--- config.mk ---
export PLATFORM = sky130hd
export DESIGN_NAME = pdw_sel
export DESIGN_NICKNAME = d
export VERILOG_FILES = /design/src/sv/pdw_sel.sv
export SDC_FILE = /design/constraint.sdc
export NUM_CORES = 1
export LEC_CHECK = 0
export BUFFER_PORTS_ARGS = -buffer_cell sky130_fd_sc_hd__buf_4
export CAP_MARGIN = 20
export CORE_AREA = 2 2 228 230
export DETAILED_ROUTE_END_ITERATION = 16
export DIE_AREA = 0 0 230 232
export PLACE_DENSITY_LB_ADDON = 0.08
export SLEW_MARGIN = 20
export SYNTH_ARGS = -nofsm -noshare
export SYNTH_HDL_FRONTEND = slang
export SYNTH_SLANG_ARGS = --single-unit
export TNS_END_PERCENT = 100
--- constraint.sdc ---
create_clock -name i_clk -period 3.9 [get_ports i_clk]
set_input_delay 0.39 -clock i_clk [delete_from_list [all_inputs] [get_ports i_clk]]
set_output_delay 0.39 -clock i_clk [all_outputs]
set_load 0.05 [all_outputs]
--- src/sv/pdw_sel.sv ---
`timescale 1ns / 1ps
// ----------------------------------------------------------------------------
// pdw_sel
// Registered priority select: lowest-indexed (newest) hit wins.
// ----------------------------------------------------------------------------
module pdw_sel #(
    parameter int N  = 16,
    parameter int DW = 33
) (
    input  logic                 i_clk,
    input  logic                 i_en,
    input  logic [N-1:0]         i_hit,
    input  logic [N-1:0][DW-1:0] i_delta,
    output logic                 o_hit,
    output logic [DW-1:0]        o_delta
);

    logic          w_hit;
    logic [DW-1:0] w_delta;

    always_comb begin
        w_hit   = 1'b0;
        w_delta = '0;
        for (int k = N - 1; k >= 0; k--) begin
            if (i_hit[k]) begin
                w_hit   = 1'b1;
                w_delta = i_delta[k];
            end
        end
    end

    always_ff @(posedge i_clk) begin
        if (i_en) begin
            o_hit   <= w_hit;
            o_delta <= w_delta;
        end
    end

endmodule

# Yosys cells after proc, flatten, opt, wreduce, memory -nomap -nowiden
# Cells that the tools add are included.
# classes
mux,17
n_reduce_logical,1
# ops
cell,n
2-to-1 mux 33 bit,16
OR reduction 15 bit,1
2-to-1 mux 1 bit,1
# word_totals
ff_bits,34
out_inout_bits,34
word_cells,20

# Logic depth before layout (Yosys ltp)
# logic_depth
word_depth,16
mapped_depth,8

# Worst setup path before layout
# No wires, ideal clock.
# synth_path
path_kind,input -> register
from,input i_hit[4]
to,"register o_delta[31], data pin"
t_arrival_ns,1.594
required_time_ns,3.641
path_slack_ns,2.047
cell_stages,6
path_buffers,1
path_cell_list,buf_2 -> nor2_1 -> o211ai_1 -> a2111oi_2 -> a21oi_1 -> o31a_1
# synth_between
elab_chain_cells,5
# synth_lines
item,line_no,source
from (decl),12,"input logic [N-1:0] i_hit,"
2-to-1 mux 33 bit (5 in a row),25,if (i_hit[k]) begin
net w_delta[31],19,logic [DW-1:0] w_delta;
to (signal assigned),35,o_delta <= w_delta;
to (decl),15,output logic [DW-1:0] o_delta
# The timed path passes the listed nets, and every way through them passes these cells.
# A chain may end at the register's enable or synchronous reset.

# Final worst setup path
# layout_path
from,input i_hit[4]
to,"register o_delta[17], data pin"
# The elaborated chain is that of the path after synthesis.

==> results.md <==
* Syn Inst Count at 584
* Final period util at 74.3%
* Min Hold Slack at 0.374 ns
* Syn Nets at 1,130
* Top cell type's share of synthesized area at 21.9%
* Tot GR Track Use at 18.6%
* Crit-path cells: buf_4, or2_2, a221oi_1, o311ai_0, a31oi_1, o31ai_1
* First-pass GRT wire length at 69.1 mm
* Width of the die at 230 microns
* Routed WL at 52.0 mm
* Setup Fix Bufs, Post-CTS at 0
* Top FF cell, synth: edfxtp_1
* Post-Synth Adder-Cell Area at 0%
* Synth Cell Area at 0.00466 sq mm
* Routed vias at 7,955
* Outcome: completed
* DRC viols at 0
* Crit-path slowest cell: a221oi_1
* Yosys top cell by area: edfxtp_1
* Clk sinks at 34
* Vias/cell at 4.46
* IO buf count at 579
* Initial Util at 9.16%
* DPL Wire Length at 43.1 mm
* Iteration-0 DRC Markers at 535
* Max FO, Critical Path at 28
* Most common library cell in the layout ignoring fill and taps: buf_4
* Synth-to-Final Area Change at 109%
* Critical path data arrival time at 2.93 ns
* Die Area at 0.0534 sq mm
* Max Buffers Root-to-Sink at 2
* Maxcap violations at 0
* Final Net Count at 1,651
* Mux cell area share after synthesis at 0%
* Min-Delay Path Class: input port to register
* Drt first pass iters at 6
* CTS Hold Buffers Added at 0
* Library cells used by synthesis at 40
* Vias in the first global route at 8,570
* XOR/XNOR Fraction of Synth Area at 0%
* Root Driver: clkbuf_16
* Endpoints failing setup at 0
* Worst EP required at 3.93 ns
* Boundary pin count at 580
* Layout fillers at 5,819
* Power density over the cells at 207 mW/mm^2
* Post-cts resize count at 0
* Final global-route overflow total at 0
* Synth warnings at 0
* Slew at the pin closest to its max-slew limit at 1.07 ns
* Static Leak at 4.13 nW
* Routed WL per cell at 29.1 microns
* Worst path bufs/invs at 1
* Gpl congestion at 0.864
* Register area share after synthesis at 21.9%
* Commonest cells after routing, fill and taps aside: 592 x buf_4, 109 x a221oi_1, 88 x o22ai_1
* Nature of the critical path startpoint: input port
* Simple-Gate Fraction of Synth Area at 9.02%
* Setup CP Type: input port to register
* Post-synth ARST share at 0%
* Critical path capture point type: register
* Max VDD drop at 147 uV
* Max Freq at 345 MHz
* Max-slew violation count at 0
* Largest family of logic cells by synthesized area: compound AO/OA/AOI/OAI gates
* Avg Inst Size Synth at 7.98 sq um
* Crit path max-delay family: compound AO/OA/AOI/OAI gates
* Antenna violations before repair at 6
* Endpoints failing hold at 0
* Layout cells sized above 1 at 55.2%
* Count of state elements after synthesis at 34
* CTS H-tree depth at 2
* CTS tree: yes
* Number of synthesized flops with an enable pin at 34
* Num CTS Buffers at 5
* RSZ-0062 raised after global routing: false
* Post-layout min period at 2.90 ns
* Die H at 232 microns
* Largest net degree at the start of global routing at 40
* Clock transition at path regs at 0.07 ns
* Compound-gate portion of the synthesized area at 60.8%
* FP Rows at 83
* Post-route ant nets at 0
* Core ar. at 0.0509 sq mm
* Total negative slack at 0 ns
* Rel. slew slack at 27.7%
* Max incr delay on CP at 0.72 ns
* Main area contributors after synthesis: edfxtp_1 22%, a221oi_1 20%, o22ai_1 12%, o221ai_1 5.6%, o311a_1 4.5%
## worst paths after layout
path / start / end / slack [ns] / depth (start not counted)
max: i_hit[4] / o_delta[17] / 1.00 / 6
min: i_delta[45] / o_delta[12] / 0.37 / 3
## synthesized netlist by cell type, types with 3 or more instances
cell,count
o31a_1,22
o31ai_1,8
edfxtp_1,34
a31oi_1,6
o311a_1,21
o211ai_1,4
clkbuf_1,51
a221oi_1,109
a21oi_1,17
nor2b_1,9
or2_2,5
o221ai_1,30
buf_1,3
buf_2,19
a222oi_1,3
nand2b_1,4
nor3_1,4
a211oi_1,4
nand2_1,18
nor3b_1,3
o22ai_1,88
inv_1,8
a221o_1,3
a22oi_1,10
o311ai_0,6
o21ai_0,39
buf_6,4
nor2_1,37
## per-stage QoR
stage | total power [mW] | util [%] | cell area, sq um | setup WS (ns) | std cells
6_report | 2.02 | 19.2 | 9760 | 1.00 | 1785
5_1_grt | 2.13 | 19.2 | 9760 | 1.01 | 1785
4_1_cts | 2.07 | 19.2 | 9760 | 1.15 | 1784
3_5_place_dp | 1.60 | 18.9 | 9630 | 0.805 | 1778
3_3_place_gp | 1.61 | 18.9 | 9630 | 0.883 | 1778
2_1_floorplan | 0.887 | - | 4660 | 2.05 | 584
## report_power, final
part,internal [mW],switching [mW]
combinational,0.522,0.604
sequential,0.449,0.0118
clock,0.229,0.208
total,1.20,0.824
## state kept, by name, indices dropped and copies added (netlist names)
register,cells
o_delta,33
o_hit,1
## logic make-up after synthesis
logic type / Yosys count
and+or+nand+nor: 89
AOI/OAI and AO/OA: 374
DFF: 34
buffers and inverters: 87
## worst min-delay path, cell delays in order
cell and delay, ns:
buf_4 0.08, a22oi_1 0.06, o31ai_1 0.06
## layout make-up
type | count | area, sq um | share of cell area (%)
clock inverter | 1 | 3.75 | 0.0384
inverter | 9 | 33.8 | 0.346
timing repair buffer | 592 | 4440 | 45.5
clock buffer | 5 | 125 | 1.28
sequential | 34 | 1020 | 10.5
multi-input combinational | 463 | 3280 | 33.6
antenna | 1 | 2.50 | 0.0256
tap | 680 | 851 | 8.71
## layer usage
layer | global-route usage, % | share of wire (%)
met1 | 23.4 | 42
met2 | 31.8 | 49
met3 | 5.45 | 7.9
met4 | 2.92 | 0.99
met5 | 0 | 0.13
Note: power is estimated with default switching activity, not from simulation.
