`src/sv/pdw_pkg.sv`:
```
`timescale 1ns / 1ps
// ----------------------------------------------------------------------------
// pdw_pkg
// Shared widths, defaults, register indexes and word types of the
// PC-indexed delta window prefetcher.
// ----------------------------------------------------------------------------
package pdw_pkg;

    localparam int LOG_DEPTH_DEF = 256;
    localparam int ADDR_BITS_DEF = 32;

    localparam int PC_W       = 32;
    localparam int IN_ADDR_W  = 32;
    localparam int OUT_ADDR_W = 32;
    localparam int LIMIT_W    = 32;
    localparam int WD_W       = 8;
    localparam int CFG_IDX_W  = 1;
    localparam int CFG_DATA_W = 32;

    localparam logic [LIMIT_W-1:0] LIMIT_RST = '1;
    localparam logic [WD_W-1:0]    WD_RST    = 8'd10;

    localparam logic [CFG_IDX_W-1:0] CFG_MEMORY_LIMIT    = 1'b0;
    localparam logic [CFG_IDX_W-1:0] CFG_WINDOW_DISTANCE = 1'b1;

    typedef struct packed {
        logic [PC_W-1:0]      access_pc;
        logic [IN_ADDR_W-1:0] access_addr;
    } t_access_word;

    typedef struct packed {
        logic                  prefetch_valid;
        logic [OUT_ADDR_W-1:0] prefetch_addr;
    } t_prefetch_word;

endpackage

```
`src/sv/pdw_cell.sv`:
```
`timescale 1ns / 1ps
// ----------------------------------------------------------------------------
// pdw_cell
// One log entry. Shifts towards older positions on each accepted word,
// learns its delta when selected, and flags a ready entry matching the query.
// ----------------------------------------------------------------------------
module pdw_cell import pdw_pkg::*; #(
    parameter int ADDR_BITS = ADDR_BITS_DEF,
    parameter int IDX_W     = 8,
    parameter int CELL_IDX  = 0
) (
    input  logic                 i_clk,
    input  logic                 i_rst_n,
    input  logic                 i_shift,
    input  logic                 i_learn_en,
    input  logic [IDX_W-1:0]     i_learn_sel,
    input  logic [ADDR_BITS-1:0] i_new_addr,
    input  logic [PC_W-1:0]      i_query_pc,
    input  logic [PC_W-1:0]      i_pc,
    input  logic [ADDR_BITS-1:0] i_addr,
    input  logic [ADDR_BITS:0]   i_delta,
    input  logic                 i_ready,
    output logic [PC_W-1:0]      o_pc,
    output logic [ADDR_BITS-1:0] o_addr,
    output logic [ADDR_BITS:0]   o_delta,
    output logic                 o_ready,
    output logic                 o_hit
);

    logic [PC_W-1:0]      r_pc;
    logic [ADDR_BITS-1:0] r_addr;
    logic [ADDR_BITS:0]   r_delta;
    logic                 r_ready;
    logic                 w_learn;
    logic [ADDR_BITS:0]   w_diff;

    assign w_learn = i_shift && i_learn_en && (i_learn_sel == IDX_W'(CELL_IDX));
    assign w_diff  = {1'b0, i_new_addr} - {1'b0, r_addr};

    assign o_pc    = r_pc;
    assign o_addr  = r_addr;
    assign o_delta = w_learn ? w_diff : r_delta;
    assign o_ready = r_ready | w_learn;
    assign o_hit   = r_ready && (r_pc == i_query_pc);

    always_ff @(posedge i_clk) begin
        if (!i_rst_n) begin
            r_ready <= 1'b0;
        end else if (i_shift) begin
            r_ready <= i_ready;
        end
    end

    always_ff @(posedge i_clk) begin
        if (i_shift) begin
            r_pc    <= i_pc;
            r_addr  <= i_addr;
            r_delta <= i_delta;
        end
    end

endmodule

```
`config.mk`:
```
export PLATFORM = sky130hd
export DESIGN_NAME = pdw_cell
export DESIGN_NICKNAME = d
export VERILOG_FILES = /design/src/sv/pdw_pkg.sv /design/src/sv/pdw_cell.sv
export SDC_FILE = /design/constraint.sdc
export NUM_CORES = 1
export LEC_CHECK = 0
export BUFFER_PORTS_ARGS = -buffer_cell sky130_fd_sc_hd__buf_4
export CORE_MARGIN = 1
export CORE_UTILIZATION = 45
export DETAILED_ROUTE_END_ITERATION = 6
export MAX_ROUTING_LAYER = met4
export PLACE_DENSITY = 0.78
export SLEW_MARGIN = 20
export SYNTH_ARGS = -nofsm -noshare
export SYNTH_HDL_FRONTEND = slang
export SYNTH_SLANG_ARGS = --single-unit
```
`constraint.sdc`:
```
create_clock -name i_clk -period 6 [get_ports i_clk]
set_input_delay 1.2 -clock i_clk [delete_from_list [all_inputs] [get_ports i_clk]]
set_output_delay 1.2 -clock i_clk [all_outputs]
set_load 0.005 [all_outputs]
```
Yosys cells after proc, flatten, opt, wreduce, memory -nomap -nowiden
Index checks and enable logic that the tools add are counted.
Cells by class
  add/subtract/negate cells: 1
  eq/ne operators: 1
  muxes and demuxes: 1
  bitwise operators: 1
  reduce and logical (&&, ||, !) cells: 4
Operators by type and width (number)
  2-to-1 mux 33 bit: 1
  subtractor 32 x 32 -> 33 bit: 1
  == test 32 bit: 1
  logical NOT 8 bit: 1
  logical AND 1 bit: 3
  OR 1 bit: 1
Storage, ports and cells
  register bits: 98
  bits of input ports: 174
  output and inout bits: 99
  word-level logic and storage cells: 12

Logic depth before layout (Yosys ltp)
Gate-level depths: netlist of run 1.
  word-level depth: 3
  mapped depth: 10
  gate-level depth less buffers: 10

Worst setup path after synthesis of run 1
Ideal clock, no wire load.
  kind: input-to-output
  start point: input i_new_addr[0]
  end point: output o_delta[20]
  arrival time: 3.222 ns
  setup slack: 1.578 ns
  cell stages on the path: 10
  cells stage by stage: inv_1 > ha_1 > fa_1 > nand2b_1 > a21oi_2 > o21ai_1 > o31ai_2 > o21bai_1 > and3_1 > o31ai_1
Between the ends
  longest elaborated chain between the ends: 2
Ends and longest elaborated chain
  start, declared: line pdw_cell.sv:17  | input logic [ADDR_BITS-1:0] i_new_addr,
  subtractor 32 x 32 -> 33 bit: line pdw_cell.sv:38  | assign w_diff = {1'b0, i_new_addr} - {1'b0, r_addr};
  2-to-1 mux 33 bit: line pdw_cell.sv:42  | assign o_delta = w_learn ? w_diff : r_delta;
  end, declared: line pdw_cell.sv:25  | output logic [ADDR_BITS:0] o_delta,
No other way between the ends.

Worst setup path after layout of run 1
  start point: input i_new_addr[0]
  end point: output o_delta[24]
The elaborated chain is that of the path after synthesis.

==> qor.txt, run 1 <==
status: completed
max_slew headroom: 0.315
CTS tree: done
Peak VDD IR: 0.195 mV
initial DRC count: 321
n_diodes: 0
first-pass GRT wire length: 25.3 mm
fmax: 0.197 GHz
Register Area: 0.00293 mm²
Die W: 115 µm
Final Hold Vio Count: 0
max incr delay on CP: 520 ps
total grt overflow: 0
max-cap check violation count: 0
Area growth, synth to finish: 43.6%
die area: 0.0131 mm²
hpwl dp: 13.2 mm
final wirelength: 16.7 mm
vias: 5156
unique cell type count in the Yosys netlist: 48
DR WL/cell: 17.0 µm
synthesized area: 0.00571 mm²
Tcrit/Tclk final: 0.846
worst skew pair latency: 350 ps
Detail Route Antenna Nets: 0
Reg2Reg Launch Point: r_ready
routability congestion estimate: 0.915
post-synth net total: 749
critical path peak fanout: 5
Worst EP arrival: 3880 ps
clock skew: 0 ps
largest net degree at the start of global routing: 87
clock sinks: 98
Pleak: 3.65 nW
Most used DFF post-synth: edfxtp_1
final worst slack: 923 ps
CTS resizes: 0
Critical Path Most Common Cell: buf_4
Synth warnings: 0
Setup-failing EPs final: 0
Synth Instances: 542
Final #Nets: 1016
CP startpoint: i_new_addr[0]
PortBufs: 272
Reg clk slew, reported paths: 70 ps
Crit Path Category: primary input to output port
root buffer cell: clkbuf_16
number of remaining DRC errors: 0
RR Endpoint: r_ready
flops & latches, synth: 98
Startpoint Class: primary input
hold buffer count at cts: 0
Post-synth EDFFs: 97
htree depth: 3
Sum Neg Setup Slack: 0 ps
Tmin final: 5080 ps
CP Capture Point: o_delta[24]
Std-Cell Rows: 40
fin. max-slew vios: 0
Fillers: 1006
Total GRT Usage: 0.264
fraction of registers with async set/reset: 0
worst slew pin tran: 1030 ps
clock buffer depth: 2
Tot Pwr: 1.92 mW
Worst Hold Margin: 547 ps
ratio of total power to cell area: 234 mW/mm²
pre-CTS WS: 944 ps
final design utilization: 0.671
Die H: 115 µm
antenna violations before repair: 0
I/O pin count: 273
vias per cell: 5.25
total CTS buffers: 9
core area: 0.0122 mm²
layout cell share with drive strength beyond 1: 0.362
crit end category: output port
CP required: 4800 ps
R2R Setup Slk: 5390 ps
Tightest Hold Check Type: flop to flop
sequential share of the synthesized area: 0.514
area of the multi-input gates: 0.00255 mm²
R2R cell count: 2
Worst path slowest cell: o31ai_2
Starting Density: 0.468
number of global-route vias before repair: 5206
mean area per synthesized cell: 10.5 µm²
TritonRoute pass-1 iters: 5
postcts setup bufs: 0
RSZ-0062 raised after global routing: false
crit path cell chain: buf_4, inv_1, ha_1, fa_1, nand2b_1, a21oi_2, o21ai_1, o31ai_2, o21bai_1, o311ai_0, buf_4
[final cells by class]
class                   instances  area share
well taps                     168      0.0256
flip-flops and latches         98       0.358
multi-input cells             386       0.311
repair buffers                274       0.251
inverters                      40      0.0183
clock buffers                   9      0.0275
clock inverters                 7     0.00824
[registers in the layout, indices dropped and copies added, names as in the netlist]
| register | count |
|---|---|
| r_delta | 33 |
| o_pc | 32 |
| r_ready | 1 |
| o_addr | 32 |
[through the flow]
step                area [µm²]  instances
finish                    8200        982
global route              8200        982
global placement          7900        966
CTS                       8200        982
floorplan                 5710        542
detailed placement        7900        966
[Yosys cell counts (2+ instances only)]
library cell,n,area share
o21ai_0,37,0.032
ha_1,32,0.070
and3_1,4,0.0044
nand2b_1,6,0.0066
xor2_1,17,0.026
mux2i_1,2,0.0035
nand4_1,15,0.016
clkbuf_1,12,0.0079
xnor2_1,34,0.052
a211o_1,3,0.0046
nor2b_1,7,0.0077
nand3_1,14,0.012
or3_1,3,0.0033
a21oi_1,36,0.032
edfxtp_1,97,0.51
a21o_1,8,0.011
nor4_1,3,0.0033
inv_1,40,0.026
nand3b_1,2,0.0026
o31ai_1,7,0.0092
o211ai_1,4,0.0053
a211oi_1,4,0.0053
nor2_1,26,0.017
nand2_1,63,0.041
a31oi_1,10,0.011
o2111ai_1,2,0.0031
o21ai_1,3,0.0026
o21bai_1,3,0.0039
buf_2,6,0.0053
and4_1,2,0.0031
o31a_1,2,0.0031
o311ai_0,3,0.0046
or4_1,3,0.0039
o21a_1,7,0.0092
nor3_1,12,0.011
[critical path, delay by kind of cell]
family | cells | cell delay [ps]
adders and majority gates | 2 | 610
and+or+nand+nor | 1 | 190
AOI/OAI and AO/OA | 5 | 1560
buffers and inverters | 3 | 300
[cell usage in the layout, fill, tap and decap left out, types with 4 or more instances in the layout]
master / count
buf_4: 273
nand3_1: 14
a21o_1: 8
nand4_1: 15
nor3_1: 12
a31oi_1: 10
xnor2_1: 34
a211oi_1: 4
nand2_1: 63
edfxtp_1: 97
nor2b_1: 7
inv_1: 40
xor2_1: 17
and3_1: 4
o21ai_0: 37
ha_1: 32
o31ai_1: 7
o21a_1: 7
nand2b_1: 6
a21oi_1: 36
clkbuf_16: 9
o211ai_1: 4
nor2_1: 26
[cells by family after synthesis]
| logic type | Yosys count | synth area share |
|---|---|---|
| simple gates | 162 | 0.137 |
| compound gates | 138 | 0.154 |
| flops | 98 | 0.514 |
| buf+inv | 58 | 0.0394 |
| xor+xnor | 51 | 0.0782 |
| fa+ha+maj | 33 | 0.0736 |
| mux | 2 | 0.00351 |
[worst min path at each step]
| stage | from | to | slack [ps] | depth (start not counted) |
|---|---|---|---|---|
| after CTS | r_ready | r_ready | 560 | 2 |
| after detailed placement | r_ready | r_ready | 550 | 2 |
| after global placement | r_ready | r_ready | 530 | 2 |
| final | r_ready | r_ready | 550 | 2 |
| after global routing | r_ready | r_ready | 570 | 2 |
| after floorplan | r_ready | r_ready | 500 | 2 |
[where the power goes]
part           leakage [nW]  total (mW)  internal, mW  switching, mW
Combinational          2.56       0.498         0.253          0.245
Sequential            0.958       0.844         0.814         0.0296
Clock                 0.141       0.581         0.323          0.258
[per-layer routing]
| metal | GRT usage | part of all wire | up-vias |
|---|---|---|---|
| met1 | 0.283 | 0.38 | 2396 |
| met3 | 0.0794 | 0.074 | 26 |
| met2 | 0.461 | 0.52 | 210 |
| li1 | - | - | 2524 |
| met4 | 0.0944 | 0.026 | 0 |
| met5 | - | 0 | - |
(Power assumes the default switching activity.)
==> inputs of run 2 (changes only) <==
==> constraint.sdc (replaced) <==
create_clock -name i_clk -period 4.8 [get_ports i_clk]
set_input_delay 0.96 -clock i_clk [delete_from_list [all_inputs] [get_ports i_clk]]
set_output_delay 0.96 -clock i_clk [all_outputs]
set_load 0.005 [all_outputs]
==> qor.txt, run 2 (synthesis results as in run 1) <==
Pleak: 3.64 nW
max-cap check violation count: 0
hpwl dp: 13.5 mm
layout cell share with drive strength beyond 1: 0.361
crit path cell chain: buf_4, inv_1, ha_1, fa_1, nand2b_1, a21oi_2, o21ai_1, o31ai_2, o21bai_1, and3_1, o31ai_1, buf_4
Area growth, synth to finish: 43.1%
Die H: 115 µm
core area: 0.0122 mm²
Hold Path End: r_ready
vias: 5174
Reg2Reg Launch Point: r_ready
clock sinks: 98
clock skew: 0 ps
ratio of total power to cell area: 287 mW/mm²
Worst EP arrival: 3590 ps
R2R Setup Slk: 4160 ps
Std-Cell Rows: 40
switching part of the total: 0.282
hold-critical path depth: 2
Tmin final: 4550 ps
most frequent cells in the layout: 275 x buf_4, 97 x edfxtp_1, 63 x nand2_1
Post-Layout Inst Area: 0.00817 mm²
worst skew pair latency: 350 ps
Total GRT Usage: 0.266
number of global-route vias before repair: 5263
fin. max-slew vios: 0
clock share of power: 0.285
largest net degree at the start of global routing: 71
n_diodes: 0
Startpoint Class: primary input
Fillers: 1000
Int Pwr: 1.68 mW
critical path peak fanout: 5
die area: 0.0131 mm²
DP Area: 0.00791 mm²
Peak VDD IR: 0.232 mV
Sum Neg Setup Slack: 0 ps
status: completed
RSZ-0062 raised after global routing: false
Net Sw Power: 0.662 mW
vias per cell: 5.27
RR Endpoint: r_ready
Crit Path Category: primary input to output port
TritonRoute pass-1 iters: 5
CTS tree: done
crit end category: output port
final wirelength: 17.0 mm
antenna violations before repair: 0
max incr delay on CP: 490 ps
hold buffer count at cts: 0
Reg clk slew, reported paths: 60 ps
Seq pwr share: 0.450
postcts setup bufs: 0
fmax: 0.220 GHz
Final Hold Vio Count: 0
Final #Nets: 1017
Biggest register: r_delta
CP required: 3840 ps
Die W: 115 µm
Starting Density: 0.468
max reg flops: 33
Tightest Hold Check Type: flop to flop
Setup-failing EPs final: 0
final design utilization: 0.669
PortBufs: 272
DR WL/cell: 17.3 µm
I/O pin count: 273
number of remaining DRC errors: 0
routability congestion estimate: 0.921
root buffer cell: clkbuf_16
total grt overflow: 0
initial DRC count: 315
Critical Path Most Common Cell: buf_4
Comb pwr share: 0.265
R2R cell count: 2
htree depth: 3
commonest non-fill, non-tap cell in the layout: buf_4
worst slew pin tran: 698 ps
total CTS buffers: 9
Worst path slowest cell: o31ai_2
hold_sp: r_ready
first-pass GRT wire length: 25.6 mm
CTS resizes: 0
Tcrit/Tclk final: 0.948
Detail Route Antenna Nets: 0
clock buffer depth: 2
max_slew headroom: 0.534
run 2: how the worst max path moves through the flow:
stage | slack [ps] | start | cells after the start | endpoint
after CTS | 220 | i_new_addr[0] | 12 | o_delta[20]
after global placement | 340 | i_new_addr[0] | 12 | o_delta[20]
after detailed placement | 250 | i_new_addr[0] | 12 | o_delta[20]
final | 250 | i_new_addr[0] | 12 | o_delta[20]
after floorplan | 860 | i_new_addr[0] | 10 | o_delta[20]
after global routing | 30 | i_new_addr[0] | 12 | o_delta[20]
run 2: final cells by class:
| class | instances | area (µm²) | area share |
|---|---|---|---|
| Multi-Input combinational cell | 386 | 2550 | 0.312 |
| Clock inverter | 4 | 28.8 | 0.00352 |
| Timing Repair Buffer | 275 | 2060 | 0.253 |
| Clock buffer | 11 | 233 | 0.0285 |
| Tap cell | 168 | 210 | 0.0257 |
| Sequential cell | 98 | 2930 | 0.359 |
| Inverter | 40 | 150 | 0.0184 |
run 2: worst max-delay path: cells and delay by family:
| kind | cells | cell delay, ps |
|---|---|---|
| AO/OA/AOI/OAI | 5 | 1330 |
| adder cells (fa/ha/maj) | 2 | 620 |
| AND/OR/NAND/NOR | 2 | 390 |
| buffers and inverters | 3 | 280 |
run 2: power by group through the flow:
stage               Sequential, mW  Clock (mW)  Combinational [mW]
floorplan                     1.07           0               0.308
global placement              1.07           0               0.612
detailed placement            1.07           0               0.619
CTS                           1.06       0.683               0.622
global route                  1.06       0.709               0.681
finish                        1.05       0.669               0.622
run 2: metrics by stage:
stage / power [mW] / hold slack (ps) / setup slack [ps] / cells
floorplan: 1.38 / 496 / 858 / 542
global placement: 1.68 / 531 / 339 / 967
detailed placement: 1.69 / 555 / 245 / 967
CTS: 2.36 / 571 / 222 / 982
global route: 2.45 / 612 / 29.3 / 982
finish: 2.35 / 574 / 250 / 982
run 2: layer usage:
metal / share of wire / global-route usage / wire length [µm]
met1: 0.39 / 0.288 / 6580
met4: 0.029 / 0.111 / 494
met5: 0 / - / 0
met2: 0.52 / 0.474 / 8850
met3: 0.062 / 0.0561 / 1050
==> inputs of run 3 (changes only) <==
--- a/config.mk
+++ b/config.mk
@@ -6,11 +6,12 @@
 export NUM_CORES = 1
 export LEC_CHECK = 0
 export BUFFER_PORTS_ARGS = -buffer_cell sky130_fd_sc_hd__buf_4
-export CORE_MARGIN = 1
-export CORE_UTILIZATION = 45
+export CELL_PAD_IN_SITES_DETAIL_PLACEMENT = 0
+export CELL_PAD_IN_SITES_GLOBAL_PLACEMENT = 1
+export CORE_UTILIZATION = 35
 export DETAILED_ROUTE_END_ITERATION = 6
 export MAX_ROUTING_LAYER = met4
-export PLACE_DENSITY = 0.78
+export PLACE_DENSITY_LB_ADDON = 0.1
 export SLEW_MARGIN = 20
 export SYNTH_ARGS = -nofsm -noshare
 export SYNTH_HDL_FRONTEND = slang
==> qor.txt, run 3 (synthesis results as in run 1) <==
Sum Neg Setup Slack: 0 ps
hold_sp: r_ready
worst slew pin tran: 937 ps
Std-Cell Rows: 46
CTS tree: done
CP required: 3840 ps
Tcrit/Tclk final: 0.943
most frequent cells in the layout: 274 x buf_4, 97 x edfxtp_1, 63 x nand2_1
die area: 0.0168 mm²
Worst Hold Margin: 550 ps
Final Hold Vio Count: 0
hold-critical path depth: 2
total grt overflow: 0
DR WL/cell: 17.2 µm
Tmin final: 4530 ps
max-cap check violation count: 0
I/O pin count: 273
Tightest Hold Check Type: flop to flop
antenna violations before repair: 0
critical path peak fanout: 5
DP Area: 0.00796 mm²
n_diodes: 0
ratio of total power to cell area: 289 mW/mm²
Die H: 130 µm
PortBufs: 272
hpwl dp: 14.2 mm
pre-CTS WS: 173 ps
fmax: 0.221 GHz
Startpoint Class: primary input
status: completed
postcts setup bufs: 0
Detail Route Antenna Nets: 0
clock skew: 0 ps
clock sinks: 98
hold buffer count at cts: 0
commonest non-fill, non-tap cell in the layout: buf_4
vias per cell: 4.99
number of global-route vias before repair: 5247
RR Endpoint: r_ready
Pleak: 3.65 nW
total CTS buffers: 9
Biggest register: r_delta
Starting Density: 0.359
Post-Layout Inst Area: 0.00825 mm²
max reg flops: 33
layout cell share with drive strength beyond 1: 0.364
Worst EP arrival: 3570 ps
largest net degree at the start of global routing: 71
Area growth, synth to finish: 44.4%
Placed Cells: 1014
Post-Layout Cell Count: 1030
Fillers: 1505
RSZ-0062 raised after global routing: false
Hold Path End: r_ready
htree depth: 3
Setup-failing EPs final: 0
routability congestion estimate: 0.835
Total GRT Usage: 0.219
final worst slack: 272 ps
R2R Setup Slk: 4180 ps
initial DRC count: 255
Die W: 130 µm
R2R cell count: 2
crit end category: output port
Crit Path Category: primary input to output port
fin. max-slew vios: 0
Reg clk slew, reported paths: 70 ps
number of remaining DRC errors: 0
max_slew headroom: 0.375
TritonRoute pass-1 iters: 4
worst skew pair latency: 350 ps
CTS resizes: 0
first-pass GRT wire length: 26.7 mm
final wirelength: 17.7 mm
Final #Nets: 1016
Peak VDD IR: 0.154 mV
clock buffer depth: 2
vias: 5144
core area: 0.0159 mm²
root buffer cell: clkbuf_16
Reg2Reg Launch Point: r_ready
==> run 3: cell count changes in the layout (fill, tap and decap cells not counted), sizes merged <==
cell | before | now
clkbuf | 11 | 9
clkinv | 2 | 4
inv | 41 | 43
buf | 275 | 274
clkinvlp | 1 | 0
==> run 3: through the flow <==
step | util | total power, mW
after floorplan | - | 1.38
after global placement | 0.501 | 1.70
after detailed placement | 0.501 | 1.70
after CTS | 0.519 | 2.41
after global routing | 0.519 | 2.52
final | 0.519 | 2.39
==> run 3: layout make-up <==
type / instances / area [µm²] / area share
multi-input combinational: 386 / 2560 / 0.311
timing repair buffer: 274 / 2060 / 0.249
tap: 216 / 270 / 0.0328
sequential: 98 / 2930 / 0.356
clock inverter: 7 / 51.3 / 0.00622
inverter: 40 / 150 / 0.0182
clock buffer: 9 / 225 / 0.0273
==> run 3: per-layer routing <==
metal	vias up	track usage	part of all wire	wire (µm)
met5	-	-	0	0
met4	0	0.0814	0.023	408
met3	24	0.0791	0.093	1640
met2	192	0.366	0.49	8690
met1	2409	0.240	0.39	6970
li1	2519	-	-	-
==> run 3: power breakdown <==
part / switching [mW] / internal (mW) / total, mW / leakage (nW)
Clock: 0.347 / 0.357 / 0.703 / 0.140
Sequential: 0.0347 / 1.02 / 1.05 / 0.958
Combinational: 0.314 / 0.316 / 0.630 / 2.55
Total: 0.695 / 1.69 / 2.39 / 3.65
==> run 3: worst max-delay path, stage by stage <==
cell and delay (ps):
buf_4 80, inv_1 30, ha_1 220, fa_1 400
nand2b_1 190, a21oi_2 240, o21ai_1 210, o31ai_4 410
o21bai_1 180, a211oi_1 350, o41ai_1 120, buf_4 170
==> run 3: worst max path at each step <==
stage             startpoint  slack (ps)     endpoint
3_5_place_dp   i_new_addr[0]         170  o_delta[32]
3_3_place_gp   i_new_addr[0]         230  o_delta[32]
5_1_grt        i_new_addr[0]          40  o_delta[32]
4_1_cts        i_new_addr[0]         150  o_delta[32]
2_1_floorplan  i_new_addr[0]         860  o_delta[20]
6_report       i_new_addr[0]         270  o_delta[32]
